## src/hw/rtl/assert_macros.svh

```systemverilog
// assertion macros shared by the rtl files
// expects clk and rst_n in the scope of use
`ifndef ASSERT_MACROS_SVH
`define ASSERT_MACROS_SVH

// antecedent implies consequent in the same cycle
`define ASSERT_SAME(lbl, ante, cons, msg) \
    lbl: assert property (@(posedge clk) disable iff (!rst_n) (ante) |-> (cons)) \
        else $error(msg);

// antecedent implies consequent in the next cycle
`define ASSERT_NEXT(lbl, ante, cons, msg) \
    lbl: assert property (@(posedge clk) disable iff (!rst_n) (ante) |=> (cons)) \
        else $error(msg);

`endif

```

## src/hw/rtl/eucl_pkg.sv

```systemverilog
// types and constants for the euclidean distance block
// used by the controller, the datapath and the top level
`timescale 1ns / 1ps

package eucl_pkg;

    localparam int SUM_W       = 37;
    localparam int DIST_W      = 18;
    localparam int OUT_TDATA_W = ((DIST_W + 7) / 8) * 8;
    localparam int ROOT_STEPS  = (SUM_W + 1) / 2;
    localparam int ROOT_X_W    = 2 * ROOT_STEPS;
    localparam int REM_W       = ROOT_STEPS + 3;
    localparam int CNT_W       = $clog2(ROOT_STEPS);

    typedef enum logic [2:0] {
        S_IDLE,
        S_SQ,
        S_ACC,
        S_ACCL,
        S_ROOT,
        S_OUT
    } state_t;

    typedef struct packed {
        logic load_in;
        logic square;
        logic accum;
        logic accum_last;
        logic root_step;
        logic out_load;
    } cmd_t;

    typedef struct packed {
        logic last;
    } status_t;

endpackage

```

## src/hw/rtl/euclidean_distance.sv

```systemverilog
// top level of the streaming euclidean distance block
// depends on eucl_pkg, eucl_ctrl, eucl_datapath and assert_macros.svh
//
// Each input word carries one coordinate pair of two points in signed Q8.8. A
// word that is not marked last is taken and its difference registered, then
// squared; the add into the 37-bit saturating sum overlaps the next accept. A
// word marked last is followed, before the next word is taken, by square, final
// add, 19 steps of the shared digit-by-digit root unit (two bits of the sum per
// step), the load of the output register and a return to idle. The load waits
// for as long as an earlier distance is still held in the output register. The
// distance, floor of the root in unsigned Q10.8 saturated at 18 bits, then waits
// in the output register while the next vector streams in.
`timescale 1ns / 1ps
`include "assert_macros.svh"

module euclidean_distance
    import eucl_pkg::*;
#(
    parameter int COORD_WIDTH = 16
)
(
    input  logic                                 clk,
    input  logic                                 rst_n,
    input  logic                                 s_tvalid,
    output logic                                 s_tready,
    // coord_a, coord_b
    input  logic [((2*COORD_WIDTH+7)/8)*8-1:0]   s_tdata,
    input  logic                                 s_tlast,
    output logic                                 m_tvalid,
    input  logic                                 m_tready,
    // distance
    output logic [OUT_TDATA_W-1:0]               m_tdata
);

    cmd_t                cmd;
    status_t             status;
    logic [DIST_W-1:0]   distance;

    eucl_ctrl u_ctrl (
        .clk      (clk),
        .rst_n    (rst_n),
        .s_tvalid (s_tvalid),
        .s_tready (s_tready),
        .m_tvalid (m_tvalid),
        .m_tready (m_tready),
        .status   (status),
        .cmd      (cmd)
    );

    eucl_datapath #(
        .COORD_WIDTH (COORD_WIDTH)
    ) u_datapath (
        .clk      (clk),
        .rst_n    (rst_n),
        .cmd      (cmd),
        .status   (status),
        .coord_a  (s_tdata[COORD_WIDTH-1:0]),
        .coord_b  (s_tdata[2*COORD_WIDTH-1:COORD_WIDTH]),
        .last     (s_tlast),
        .distance (distance)
    );

    assign m_tdata = {{(OUT_TDATA_W - DIST_W){1'b0}}, distance};

    `ASSERT_NEXT(a_square_after_accept, s_tvalid && s_tready, cmd.square,
        "accepted word not squared")
    `ASSERT_SAME(a_no_accept_in_root, cmd.root_step || cmd.accum_last, !s_tready,
        "word accepted during root")
    `ASSERT_NEXT(a_valid_after_load, cmd.out_load, m_tvalid,
        "result loaded but not valid")
    `ASSERT_SAME(a_one_cmd, 1'b1,
        $onehot0({cmd.square, cmd.accum_last, cmd.root_step, cmd.out_load}),
        "conflicting datapath commands")

endmodule

```

## src/hw/rtl/eucl_ctrl.sv

```systemverilog
// controller state machine for the euclidean distance block
// depends on eucl_pkg; drives the datapath through cmd_t
`timescale 1ns / 1ps

module eucl_ctrl
    import eucl_pkg::*;
(
    input  logic    clk,
    input  logic    rst_n,
    input  logic    s_tvalid,
    output logic    s_tready,
    output logic    m_tvalid,
    input  logic    m_tready,
    input  status_t status,
    output cmd_t    cmd
);

    state_t             state_reg, state_next;
    logic [CNT_W-1:0]   count_reg, count_next;
    logic               valid_reg, valid_next;
    logic               accept;
    logic               root_done;

    assign accept    = s_tready && s_tvalid;
    assign root_done = (count_reg == CNT_W'(ROOT_STEPS - 1));
    assign m_tvalid  = valid_reg;

    always_comb
    begin
        state_next = state_reg;
        unique case (state_reg)
            S_IDLE, S_ACC:
            begin
                if (accept)
                begin
                    state_next = S_SQ;
                end
                else
                begin
                    state_next = S_IDLE;
                end
            end
            S_SQ:
            begin
                if (status.last)
                begin
                    state_next = S_ACCL;
                end
                else
                begin
                    state_next = S_ACC;
                end
            end
            S_ACCL:
            begin
                state_next = S_ROOT;
            end
            S_ROOT:
            begin
                if (root_done)
                begin
                    state_next = S_OUT;
                end
            end
            S_OUT:
            begin
                if (!valid_reg || m_tready)
                begin
                    state_next = S_IDLE;
                end
            end
            default:
            begin
                state_next = S_IDLE;
            end
        endcase
    end

    always_comb
    begin
        cmd        = '0;
        s_tready   = 1'b0;
        count_next = count_reg;
        unique case (state_reg)
            S_IDLE:
            begin
                s_tready    = 1'b1;
                cmd.load_in = s_tvalid;
            end
            S_ACC:
            begin
                s_tready    = 1'b1;
                cmd.load_in = s_tvalid;
                cmd.accum   = 1'b1;
            end
            S_SQ:
            begin
                cmd.square = 1'b1;
            end
            S_ACCL:
            begin
                cmd.accum_last = 1'b1;
                count_next     = '0;
            end
            S_ROOT:
            begin
                cmd.root_step = 1'b1;
                count_next    = count_reg + CNT_W'(1);
            end
            S_OUT:
            begin
                cmd.out_load = !valid_reg || m_tready;
            end
            default:
            begin
                cmd = '0;
            end
        endcase
    end

    always_comb
    begin
        valid_next = valid_reg;
        if (cmd.out_load)
        begin
            valid_next = 1'b1;
        end
        else if (m_tready)
        begin
            valid_next = 1'b0;
        end
    end

    always_ff @(posedge clk or negedge rst_n)
    begin
        if (!rst_n)
        begin
            state_reg <= S_IDLE;
            count_reg <= '0;
            valid_reg <= 1'b0;
        end
        else
        begin
            state_reg <= state_next;
            count_reg <= count_next;
            valid_reg <= valid_next;
        end
    end

endmodule

```

## src/hw/rtl/eucl_datapath.sv

```systemverilog
// datapath: difference, square, saturating sum and digit-by-digit root
// depends on eucl_pkg; commanded by eucl_ctrl
`timescale 1ns / 1ps

module eucl_datapath
    import eucl_pkg::*;
#(
    parameter int COORD_WIDTH = 16
)
(
    input  logic                     clk,
    input  logic                     rst_n,
    input  cmd_t                     cmd,
    output status_t                  status,
    input  logic [COORD_WIDTH-1:0]   coord_a,
    input  logic [COORD_WIDTH-1:0]   coord_b,
    input  logic                     last,
    output logic [DIST_W-1:0]        distance
);

    localparam int SQ_W  = 2 * COORD_WIDTH;
    localparam int ACC_W = ((SQ_W > SUM_W) ? SQ_W : SUM_W) + 1;

    logic signed [COORD_WIDTH:0]   diff;
    logic        [COORD_WIDTH:0]   diff_abs;
    logic        [COORD_WIDTH-1:0] mag_reg;
    logic                          last_reg;
    logic        [SQ_W-1:0]        sq_reg;
    logic        [SUM_W-1:0]       sum_reg, sum_next;
    logic        [ACC_W-1:0]       total;
    logic        [SUM_W-1:0]       sat_sum;
    logic        [ROOT_X_W-1:0]    x_reg;
    logic        [REM_W-1:0]       rem_reg, rem_sh, trial;
    logic        [ROOT_STEPS-1:0]  q_reg;
    logic        [DIST_W-1:0]      dist_reg;

    assign diff     = $signed({coord_a[COORD_WIDTH-1], coord_a})
                    - $signed({coord_b[COORD_WIDTH-1], coord_b});
    assign diff_abs = diff[COORD_WIDTH] ? (~diff + 1'b1) : diff;

    assign total   = {{(ACC_W - SUM_W){1'b0}}, sum_reg} + {{(ACC_W - SQ_W){1'b0}}, sq_reg};
    assign sat_sum = (total[ACC_W-1:SUM_W] != '0) ? {SUM_W{1'b1}} : total[SUM_W-1:0];

    assign rem_sh = {rem_reg[REM_W-3:0], x_reg[ROOT_X_W-1 -: 2]};
    assign trial  = {1'b0, q_reg, 2'b01};

    always_comb
    begin
        sum_next = sum_reg;
        if (cmd.accum)
        begin
            sum_next = sat_sum;
        end
        else if (cmd.accum_last)
        begin
            sum_next = '0;
        end
    end

    // sum_reg resets to zero
    always_ff @(posedge clk or negedge rst_n)
    begin
        if (!rst_n)
        begin
            sum_reg <= '0;
        end
        else
        begin
            sum_reg <= sum_next;
        end
    end

    always_ff @(posedge clk)
    begin
        if (cmd.load_in)
        begin
            mag_reg  <= diff_abs[COORD_WIDTH-1:0];
            last_reg <= last;
        end
        if (cmd.square)
        begin
            sq_reg <= mag_reg * mag_reg;
        end
        if (cmd.accum_last)
        begin
            x_reg   <= {{(ROOT_X_W - SUM_W){1'b0}}, sat_sum};
            rem_reg <= '0;
            q_reg   <= '0;
        end
        else if (cmd.root_step)
        begin
            x_reg <= {x_reg[ROOT_X_W-3:0], 2'b00};
            if (rem_sh >= trial)
            begin
                rem_reg <= rem_sh - trial;
                q_reg   <= {q_reg[ROOT_STEPS-2:0], 1'b1};
            end
            else
            begin
                rem_reg <= rem_sh;
                q_reg   <= {q_reg[ROOT_STEPS-2:0], 1'b0};
            end
        end
        if (cmd.out_load)
        begin
            dist_reg <= (q_reg[ROOT_STEPS-1:DIST_W] != '0) ? {DIST_W{1'b1}}
                                                         : q_reg[DIST_W-1:0];
        end
    end

    assign status.last = last_reg;
    assign distance    = dist_reg;

endmodule

```

## config.mk

```make
export PLATFORM = sky130hd
export DESIGN_NAME = euclidean_distance
export DESIGN_NICKNAME = d
export VERILOG_FILES = /design/src/hw/rtl/eucl_pkg.sv /design/src/hw/rtl/euclidean_distance.sv /design/src/hw/rtl/eucl_ctrl.sv /design/src/hw/rtl/eucl_datapath.sv
export VERILOG_INCLUDE_DIRS = /design/src /design/src/hw/rtl
export SDC_FILE = /design/constraint.sdc
export NUM_CORES = 1
export LEC_CHECK = 0
export BUFFER_PORTS_ARGS = -buffer_cell sky130_fd_sc_hd__buf_4
export CAP_MARGIN = 20
export CORE_UTILIZATION = 56
export DETAILED_ROUTE_END_ITERATION = 6
export PLACE_DENSITY = 0.73
export SETUP_SLACK_MARGIN = 0.5
export SLEW_MARGIN = 20
export SYNTH_ARGS = -nofsm -noshare
export SYNTH_HDL_FRONTEND = slang
export SYNTH_HIERARCHICAL = 1
export SYNTH_SLANG_ARGS = --single-unit
```

## constraint.sdc

```tcl
create_clock -name clk -period 9.03 [get_ports clk]
set_input_delay 0 -clock clk [delete_from_list [all_inputs] [get_ports clk]]
set_output_delay 0 -clock clk [all_outputs]
set_load 0.01 [all_outputs]
```

==> impl_metrics.toml, run 1 <==
[routing]
drc = 0
viasPerCell = 5.704
drtAntennaViolNets = 0
vias = 14250
dr.first_iter.drc_count = 1154
finalWirelength_mm = 42.60
drt_first_pass_iters = 5
wire_per_inst_um = 17.05

[final_layout]
drive_gt1_share_pct = 6.077
largest_register_ffs = 38
n_antenna_cell = 0
utilization_pct = 61.21
finalNetCount = 2416
syn2layout_area_growth_pct = 7.051

[cts]
clock_latency_ns = 0.45
cts_inserted_buffers = 17
cts_hold_buf = 4
cts.sinks = 189
cts.clk_slew.worst_paths_ns = 0.08
postCtsSetupBuffers = 0
cts-root-buf = "clkbuf_16"
clk_path_buf_depth = 2
htreeDepth = 4
post_cts_resized = 0
cts_tree = "built"

[timing]
fin_crit_ns = 6.951
drv_slew = 0
period_share_pct = 76.98
finalSetupTns_ns = 0
setup_viol = 0
fmax_mhz = 143.9
layout_setup_ws_ns = 2.079
holdWs_ns = 0.1069
slew-limit-headroom_pct = 31.19
hold_viol = 0
finClkSkew_ns = 0.01933
worst_pin_slew_ns = 1.026
rsz0062_at_grt = "no"

[synthesis]
ys_types = 91
yosys.area.top_type = "fa_1"
syn_inst = 2030
synth-seq-cells = 189
async_flop_share_pct = 24.34
ys_top_cells_by_area = "fa_1, edfxtp_1, ha_1"
ys_seq_area_share_pct = 27.05
synth_edf_count = 103
yosysWarningCount = 6
syn-cell-area_um2 = 18650
syn-mean-instance-area_um2 = 9.187
synthFlopType = "edfxtp_1"
yosysTopAreaCellShare_pct = 17.60

[global_routing]
antenna_found_initial = 0
grt_pass1_wl_mm = 70.86
grt_remaining_overflow = 0
grt_max_degree = 66
grt_pass1_vias = 14430
track_usage_pct = 26.31

[floorplanning]
die_area_um2 = 34040
coreArea_um2 = 32620
ios = 63
die-height_um = 184.5
die_x_um = 184.5
initial_core_util_pct = 57.18
num_rows = 66

[place]
gp_congestion = 0.9240
portBuffers = 56
place_ws_ns = 2.169
dp_hpwl_mm = 32.75

[setup_path]
cp.required_ns = 9.22
start_kind = "flop"
worst_setup_path_end_kind = "flop"
path_class = "reg -> reg"
arrival_ns = 7.14
rrSetupSlack_ns = 2.08
path_max_fanout = 18

[flow_run]
maxCapViolCount = 0

[hold_path]
hp-class = "in -> reg"

[outcome]
status = "completed"
-- critical path, stage by stage, from the launching register on --
cell,delay [ns]
edfxtp_1,0.70
nand2_1,0.24
inv_1,0.08
fa_1,0.51
inv_1,0.06
fa_1,0.52
inv_1,0.05
fa_1,0.52
fa_1,0.44
fa_1,0.54
inv_1,0.05
fa_1,0.52
inv_1,0.04
ha_1,0.38
a21oi_1,0.18
o21ai_0,0.13
a211oi_1,0.47
o21ai_1,0.25
a2111o_1,0.44
a41oi_2,0.32
or3_1,0.17
nand3_1,0.06
-- per-layer routing --
metal	global-route usage, %	wire [µm]
met4	6.567	780
met5	0	0
met3	4.051	2132
met1	35.77	19530
met2	43.92	20160
-- logic make-up (layout without fill, tap and decap cells) --
logic type,Yosys count,in the layout,synth area share [%]
buf+inv,404,426,8.480
fa+ha+maj,335,335,29.08
simple gates,575,575,14.61
xor+xnor,93,93,4.441
other cells,1,6,0.02011
flops,189,189,27.05
mux,45,45,2.449
compound gates,388,388,13.87
-- cells in the final DEF, fill, tap and decap left out, types with 5 or more instances in the layout --
| cell type | count |
|---|---|
| nand3_1 | 34 |
| nand2b_1 | 17 |
| ha_1 | 171 |
| o21a_1 | 15 |
| o21ai_1 | 7 |
| clkbuf_16 | 19 |
| edfxtp_1 | 103 |
| mux2i_1 | 40 |
| mux2_2 | 5 |
| or3_1 | 16 |
| inv_1 | 322 |
| fa_1 | 164 |
| a2111oi_0 | 5 |
| o211ai_1 | 8 |
| a21o_1 | 34 |
| a31oi_1 | 17 |
| dfrtp_1 | 46 |
| nor2_1 | 162 |
| and3_1 | 17 |
| xor2_1 | 28 |
| o22a_1 | 6 |
| nand4_1 | 16 |
| nor3_1 | 35 |
| nor2b_1 | 20 |
| a311oi_1 | 6 |
| nand3b_1 | 6 |
| a21oi_1 | 112 |
| and2_1 | 47 |
| buf_4 | 62 |
| a221oi_1 | 5 |
| a211oi_1 | 30 |
| nand2_1 | 178 |
| dfxtp_1 | 40 |
| o21bai_1 | 10 |
| xnor2_1 | 64 |
| o21ai_0 | 67 |
| conb_1 | 6 |
-- metrics by stage --
| stage | std cells | cell area [µm²] |
|---|---|---|
| 3_3_place_gp | 2462 | 19340 |
| 5_1_grt | 2499 | 19970 |
| 3_5_place_dp | 2462 | 19340 |
| 6_report | 2499 | 19970 |
| 2_1_floorplan | 2035 | 18670 |
| 4_1_cts | 2498 | 19950 |
-- layout make-up --
| cell class | instances | area, µm² |
|---|---|---|
| clock inverters | 10 | 75.07 |
| well taps | 442 | 553.0 |
| inverters | 327 | 1227 |
| multi-input cells | 1442 | 12050 |
| fillers | 2805 | 12650 |
| clock buffers | 22 | 496.7 |
| flip-flops and latches | 189 | 5045 |
| repair buffers | 67 | 520.5 |
-- Yosys cell counts, drive strengths merged, types with 15 or more instances --
cell type and count:
a21oi 112, a31oi 18, ha 171, nand3 34, xor2 28, o21ai 75
nor2b 20, edfxtp 103, a21o 34, nand4 16, clkbuf 52, nor3 35
and2 48, a211oi 30, nand2 178, fa 164, o21a 15, or3 16
and3 17, dfxtp 40, dfrtp 46, mux2i 40, nand2b 17, xnor2 64
nor2 162, inv 325, buf 25
-- worst paths after layout --
kind / endpoint / startpoint / cells past startpoint
min in group asynchronous: u_datapath/sum_reg[7] / rst_n / 2
min reg2reg: u_ctrl/count_reg[4] / u_ctrl/count_reg[4] / 1
max: u_datapath/sq_reg[31] / u_datapath/mag_reg[4] / 21
min: u_datapath/mag_reg[0] / s_tdata[16] / 3
max in group asynchronous: u_datapath/sum_reg[31] / rst_n / 2
max reg2reg: u_datapath/sq_reg[31] / u_datapath/mag_reg[4] / 21
Power of run 1 is left out: the tool's default activity adds up to more than one toggle a clock period on the data nets, which glitch-free logic cannot reach.
==> run 2: changes to the inputs <==
--- a/config.mk
+++ b/config.mk
@@ -6,11 +6,12 @@
 export SDC_FILE = /design/constraint.sdc
 export NUM_CORES = 1
 export LEC_CHECK = 0
+export ABC_AREA = 1
 export BUFFER_PORTS_ARGS = -buffer_cell sky130_fd_sc_hd__buf_4
 export CAP_MARGIN = 20
 export CORE_UTILIZATION = 56
 export DETAILED_ROUTE_END_ITERATION = 6
-export PLACE_DENSITY = 0.73
+export PLACE_DENSITY = 0.76
 export SETUP_SLACK_MARGIN = 0.5
 export SLEW_MARGIN = 20
 export SYNTH_ARGS = -nofsm -noshare
==> constraint.sdc (replaced) <==
create_clock -name clk -period 6.2 [get_ports clk]
set_input_delay 0 -clock clk [delete_from_list [all_inputs] [get_ports clk]]
set_output_delay 0 -clock clk [all_outputs]
set_load 0.01 [all_outputs]
==> impl_metrics.toml, run 2 <==
[timing]
drv_slew = 0
fin_crit_ns = 5.580
finClkSkew_ns = 0.01698
rsz0062_at_grt = "yes"
period_share_pct = 90.00
finalSetupTns_ns = 0
slew-limit-headroom_pct = 37.65
holdWs_ns = 0.05853
setup_viol = 0
hold_viol = 0
fmax_mhz = 179.2
worst_pin_slew_ns = 0.9331

[synthesis]
yosysTopAreaCellShare_pct = 16.61
syn_inst = 2636
synthFlopType = "edfxtp_1"
async_flop_share_pct = 24.34
syn-mean-instance-area_um2 = 7.499
yosysWarningCount = 6
synth-seq-cells = 189
synth_edf_count = 103
yosys.area.top_type = "fa_1"
synthTopCellsByCount = "nand2_1, inv_1, ha_1"
ys_top_cells_by_area = "fa_1, edfxtp_1, nand2_1"
yosysMostFrequentCell = "nand2_1"
ys_types = 51
syn-cell-area_um2 = 19770
ys_seq_area_share_pct = 25.52

[cts]
cts-root-buf = "clkbuf_16"
cts.clk_slew.worst_paths_ns = 0.08
cts.sinks = 189
clk_path_buf_depth = 2
cts_tree = "built"
htreeDepth = 4
cts_inserted_buffers = 17
clock_latency_ns = 0.46

[floorplanning]
die_area_um2 = 36050
num_rows = 68
die_x_um = 189.9
die-height_um = 189.9
initial_core_util_pct = 57.09
ios = 63
coreArea_um2 = 34630

[routing]
wire_per_inst_um = 15.00
finalWirelength_mm = 48.04
drtAntennaViolNets = 0
viasPerCell = 5.243
vias = 16790
drc = 0
drt_first_pass_iters = 6
dr.first_iter.drc_count = 1119

[final_layout]
most-common-layout-cells = "nand2_1, inv_1, fa_1"
utilization_pct = 63.88
syn2layout_area_growth_pct = 11.90
final_common_cell = "nand2_1"
finalNonFillerCells = 3203
drive_gt1_share_pct = 11.28
fill_cells = 2983
largest_register_ffs = 38
n_antenna_cell = 0
multiInputGateArea_um2 = 12740
finalNetCount = 3107
area.sequential_um2 = 5045

[setup_path]
rr_worst_depth = 22
cpMaxStageDelayCell = "fa_1"
critPathBufInv = 8
cp.required_ns = 6.41
path_max_fanout = 4
cpLargestDelayFamily = "adder cells"
crit_cells = 22
crit_chain = "buf_4 -> buf_6 -> nand2_2 -> inv_1 -> fa_1 -> inv_1 -> fa_1 -> inv_1 -> fa_1 -> fa_1 -> fa_1 -> inv_1 -> fa_1 -> inv_2 -> ha_4 -> a21o_1 -> nand3_1 -> nand4_1 -> nand2_2 -> nand2_2 -> buf_4 -> xor2_1"
slowest_delay_ns = 0.55
worst_setup_path_end_kind = "flop"
path_class = "reg -> reg"
start_kind = "flop"
arrival_ns = 5.79
crit_top_cell = "fa_1"

[outcome]
status = "completed"

[hold_path]
hp-class = "in -> reg"
hold-path-cell-count = 4

[place]
gp_congestion = 0.9416
dp.cells = 3103
dp_hpwl_mm = 37.59
portBuffers = 56

[global_routing]
track_usage_pct = 27.26
grt_pass1_wl_mm = 78.60
grt_remaining_overflow = 0
grt_max_degree = 58
antenna_found_initial = 0
grt_pass1_vias = 16640

[flow_run]
maxCapViolCount = 0
==> run 2: logic make-up (layout without fill, tap and decap cells) <==
| logic type | count (synthesis) | count (layout) | synth area share [%] |
|---|---|---|---|
| and+or+nand+nor | 1145 | 1145 | 23.91 |
| buffers and inverters | 613 | 720 | 12.08 |
| adders and majority gates | 335 | 335 | 27.43 |
| AOI/OAI and AO/OA | 278 | 278 | 7.722 |
| DFF | 189 | 189 | 25.52 |
| xor gates and xnor gates | 75 | 75 | 3.323 |
| other | 1 | 6 | 0.01897 |
==> run 2: tightest hold or removal path, cell delays in order <==
cell and delay (ns):
buf_4 0.11, inv_1 0.05, ha_1 0.15, inv_1 0.05
==> run 2: path summary, 6_finish.rpt <==
path	start	to	slack [ns]
setup / recovery	u_datapath/mag_reg[2]	u_datapath/sq_reg[19]	0.62
hold / removal	s_tdata[0]	u_datapath/mag_reg[0]	0.06
setup reg to reg	u_datapath/mag_reg[2]	u_datapath/sq_reg[19]	0.62
hold reg to reg	u_datapath/rem_reg[18]	u_datapath/rem_reg[18]	0.47
max in group asynchronous	rst_n	u_ctrl/state_reg[1]	5.60
min in group asynchronous	rst_n	u_datapath/sum_reg[6]	0.14
==> run 2: final cells by class <==
cell class	count	area share (%)
Sequential cell	189	22.81
Timing Repair Buffer	142	5.204
Clock inverter	15	0.5939
Tap cell	455	2.574
Inverter	546	9.288
Clock buffer	17	1.923
Multi-Input combinational cell	1839	57.61
==> run 2: what timing repair did <==
action / in CTS / in global routing
hold endpoints to repair: 51 / 4
gates cloned: 0 / 1
endpoints found under the setup margin: 19 / 17
pin swaps: 2 / 54
setup buffers: 33 / 28
gates resized for setup: 19 / 95
hold buffers: 4 / 1
==> run 2: metal layers <==
layer,GRT usage [%],part of all wire [%],wire (µm)
met2,48.53,49,23570
met1,34.08,44,20920
met5,0,0,0
met3,3.376,4.6,2197
met4,9.057,2.8,1346
==> run 2: metrics by stage <==
step | worst slack [ns] | area (µm²)
after floorplan | 0.5738 | 19790
after CTS | 0.5032 | 21570
final | 0.6197 | 22120
after global placement | 0.2483 | 20590
after detailed placement | 0.1739 | 20590
after global routing | 0.4508 | 22120
Power of run 2 is left out for the same reason.
==> run 3: changes to the inputs <==
--- a/config.mk
+++ b/config.mk
@@ -7,10 +7,12 @@
 export NUM_CORES = 1
 export LEC_CHECK = 0
 export ABC_AREA = 1
+export ABC_CLOCK_PERIOD_IN_PS = 6200
 export BUFFER_PORTS_ARGS = -buffer_cell sky130_fd_sc_hd__buf_4
 export CAP_MARGIN = 20
 export CORE_UTILIZATION = 56
 export DETAILED_ROUTE_END_ITERATION = 6
+export MAX_ROUTING_LAYER = met4
 export PLACE_DENSITY = 0.76
 export SETUP_SLACK_MARGIN = 0.5
 export SLEW_MARGIN = 20
==> impl_metrics.toml, run 3 (synthesis gave the netlist of run 2 again) <==
[cts]
cts_tree = "built"
clk_path_buf_depth = 2
cts.sinks = 189
htreeDepth = 4
cts.clk_slew.worst_paths_ns = 0.08
cts_inserted_buffers = 17
clock_latency_ns = 0.47
cts-root-buf = "clkbuf_16"

[global_routing]
grt_remaining_overflow = 0
grt_pass1_wl_mm = 80.30
grt_max_degree = 58
antenna_found_initial = 0
track_usage_pct = 28.79
grt_pass1_vias = 16700

[routing]
viasPerCell = 5.292
wire_per_inst_um = 15.47
dr.first_iter.drc_count = 1001
highest_layer = "met4"
drt-met1-wl_mm = 21.82
drc = 0
met3_length_mm = 1.918
dr_wl_met2_mm = 24.37
finalWirelength_mm = 49.74
drtAntennaViolNets = 0
vias = 17020
drt_first_pass_iters = 7

[timing]
fin_crit_ns = 5.589
slew-limit-headroom_pct = 26.29
worst_pin_slew_ns = 1.106
finClkSkew_ns = 0.01728
hold_viol = 0
period_share_pct = 90.14
rsz0062_at_grt = "yes"
drv_slew = 0
finalSetupTns_ns = 0
fmax_mhz = 178.9
setup_viol = 0
layout_setup_ws_ns = 0.6115

[floorplanning]
die_x_um = 189.9
num_rows = 68
die_area_um2 = 36050
ios = 63
initial_core_util_pct = 57.09
die-height_um = 189.9
coreArea_um2 = 34630

[final_layout]
finalNetCount = 3119
syn2layout_area_growth_pct = 12.70
largest_register_ffs = 38
most-common-layout-cells = "nand2_1, inv_1, fa_1"
drive_gt1_share_pct = 12.03
final_common_cell = "nand2_1"
n_antenna_cell = 0
fin_area_um2 = 22280

[setup_path]
critPathBufInv = 8
worst_setup_path_end_kind = "flop"
arrival_ns = 5.80
path_max_fanout = 4
cpMaxStageDelayCell = "fa_2"
crit_chain = "buf_6 -> buf_6 -> nand2_2 -> inv_1 -> fa_1 -> inv_1 -> fa_2 -> inv_1 -> fa_1 -> fa_2 -> fa_1 -> inv_1 -> fa_1 -> inv_2 -> ha_4 -> a21o_1 -> nand3_1 -> nand4_1 -> buf_4 -> nand4_1 -> nand2_1 -> xor2_1"
rrSetupSlack_ns = 0.61
cp.required_ns = 6.41
cpLargestDelayFamily = "adder cells"
path_class = "reg -> reg"
start_kind = "flop"
slowest_delay_ns = 0.55

[place]
portBuffers = 56
gp_congestion = 0.9634
place_ws_ns = 0.1828
dp_hpwl_mm = 38.24
placed_cell_area_um2 = 20580

[hold_path]
hp-class = "in -> reg"

[outcome]
status = "completed"

[flow_run]
maxCapViolCount = 0
## run 3: changes by cell type in the layout (fill, tap and decap cells not counted), sizes merged
cell         change
clkbuf           +2
buf             +13
clkinvlp         -1
inv              +1
dlygate4sd3      -1
clkinv           -2
## run 3: worst paths after layout
| path | endpoint | from | cells past startpoint |
|---|---|---|---|
| max | u_datapath/sq_reg[31] | u_datapath/mag_reg[4] | 22 |
| min | u_datapath/mag_reg[0] | s_tdata[0] | 4 |
| max reg2reg | u_datapath/sq_reg[31] | u_datapath/mag_reg[4] | 22 |
| min reg2reg | u_datapath/rem_reg[18] | u_datapath/rem_reg[18] | 2 |
| max in group asynchronous | u_ctrl/count_reg[0] | rst_n | 2 |
| min in group asynchronous | u_datapath/sum_reg[19] | rst_n | 2 |
## run 3: final cells by class
| cell class | instances | area (µm²) |
|---|---|---|
| Multi-Input combinational cell | 1839 | 12760 |
| Fill cell | 2965 | 12350 |
| Sequential cell | 189 | 5045 |
| Inverter | 546 | 2054 |
| Timing Repair Buffer | 154 | 1277 |
| Tap cell | 455 | 569.3 |
| Clock buffer | 19 | 442.9 |
| Clock inverter | 13 | 125.1 |
## run 3: repair_timing
action                                 4_1_cts  5_1_grt
hold buffers                                 4        0
setup endpoints to repair                   19       20
resized for setup                           14      117
endpoints found under the hold margin       51        0
pin swaps                                    3       55
cloned                                       0        2
buffers inserted                            45       31
## run 3: stage by stage
step	hold slack, ns	util (%)	instances
after detailed placement	0.08795	59.42	3101
after floorplan	-0.2956	-	2641
after CTS	0.03963	62.47	3182
final	0.04854	64.33	3215
after global routing	0.09348	64.33	3215
after global placement	0.08092	59.42	3101
## run 3: layer usage
| layer | global-route usage [%] | vias up |
|---|---|---|
| li1 | - | 8373 |
| met1 | 35.60 | 8079 |
| met2 | 48.54 | 457 |
| met3 | 2.749 | 106 |
| met4 | 11.41 | 0 |
| met5 | - | - |
## run 3: worst reg2reg max path, delay by kind of cell (launching register included)
| kind | cells | cell delay (ns) |
|---|---|---|
| fa+ha+maj | 7 | 3.31 |
| buf+inv | 8 | 0.80 |
| simple gates | 5 | 0.52 |
| flops | 1 | 0.41 |
| compound gates | 1 | 0.19 |
| xor+xnor | 1 | 0.14 |
Power of run 3 is left out for the same reason.
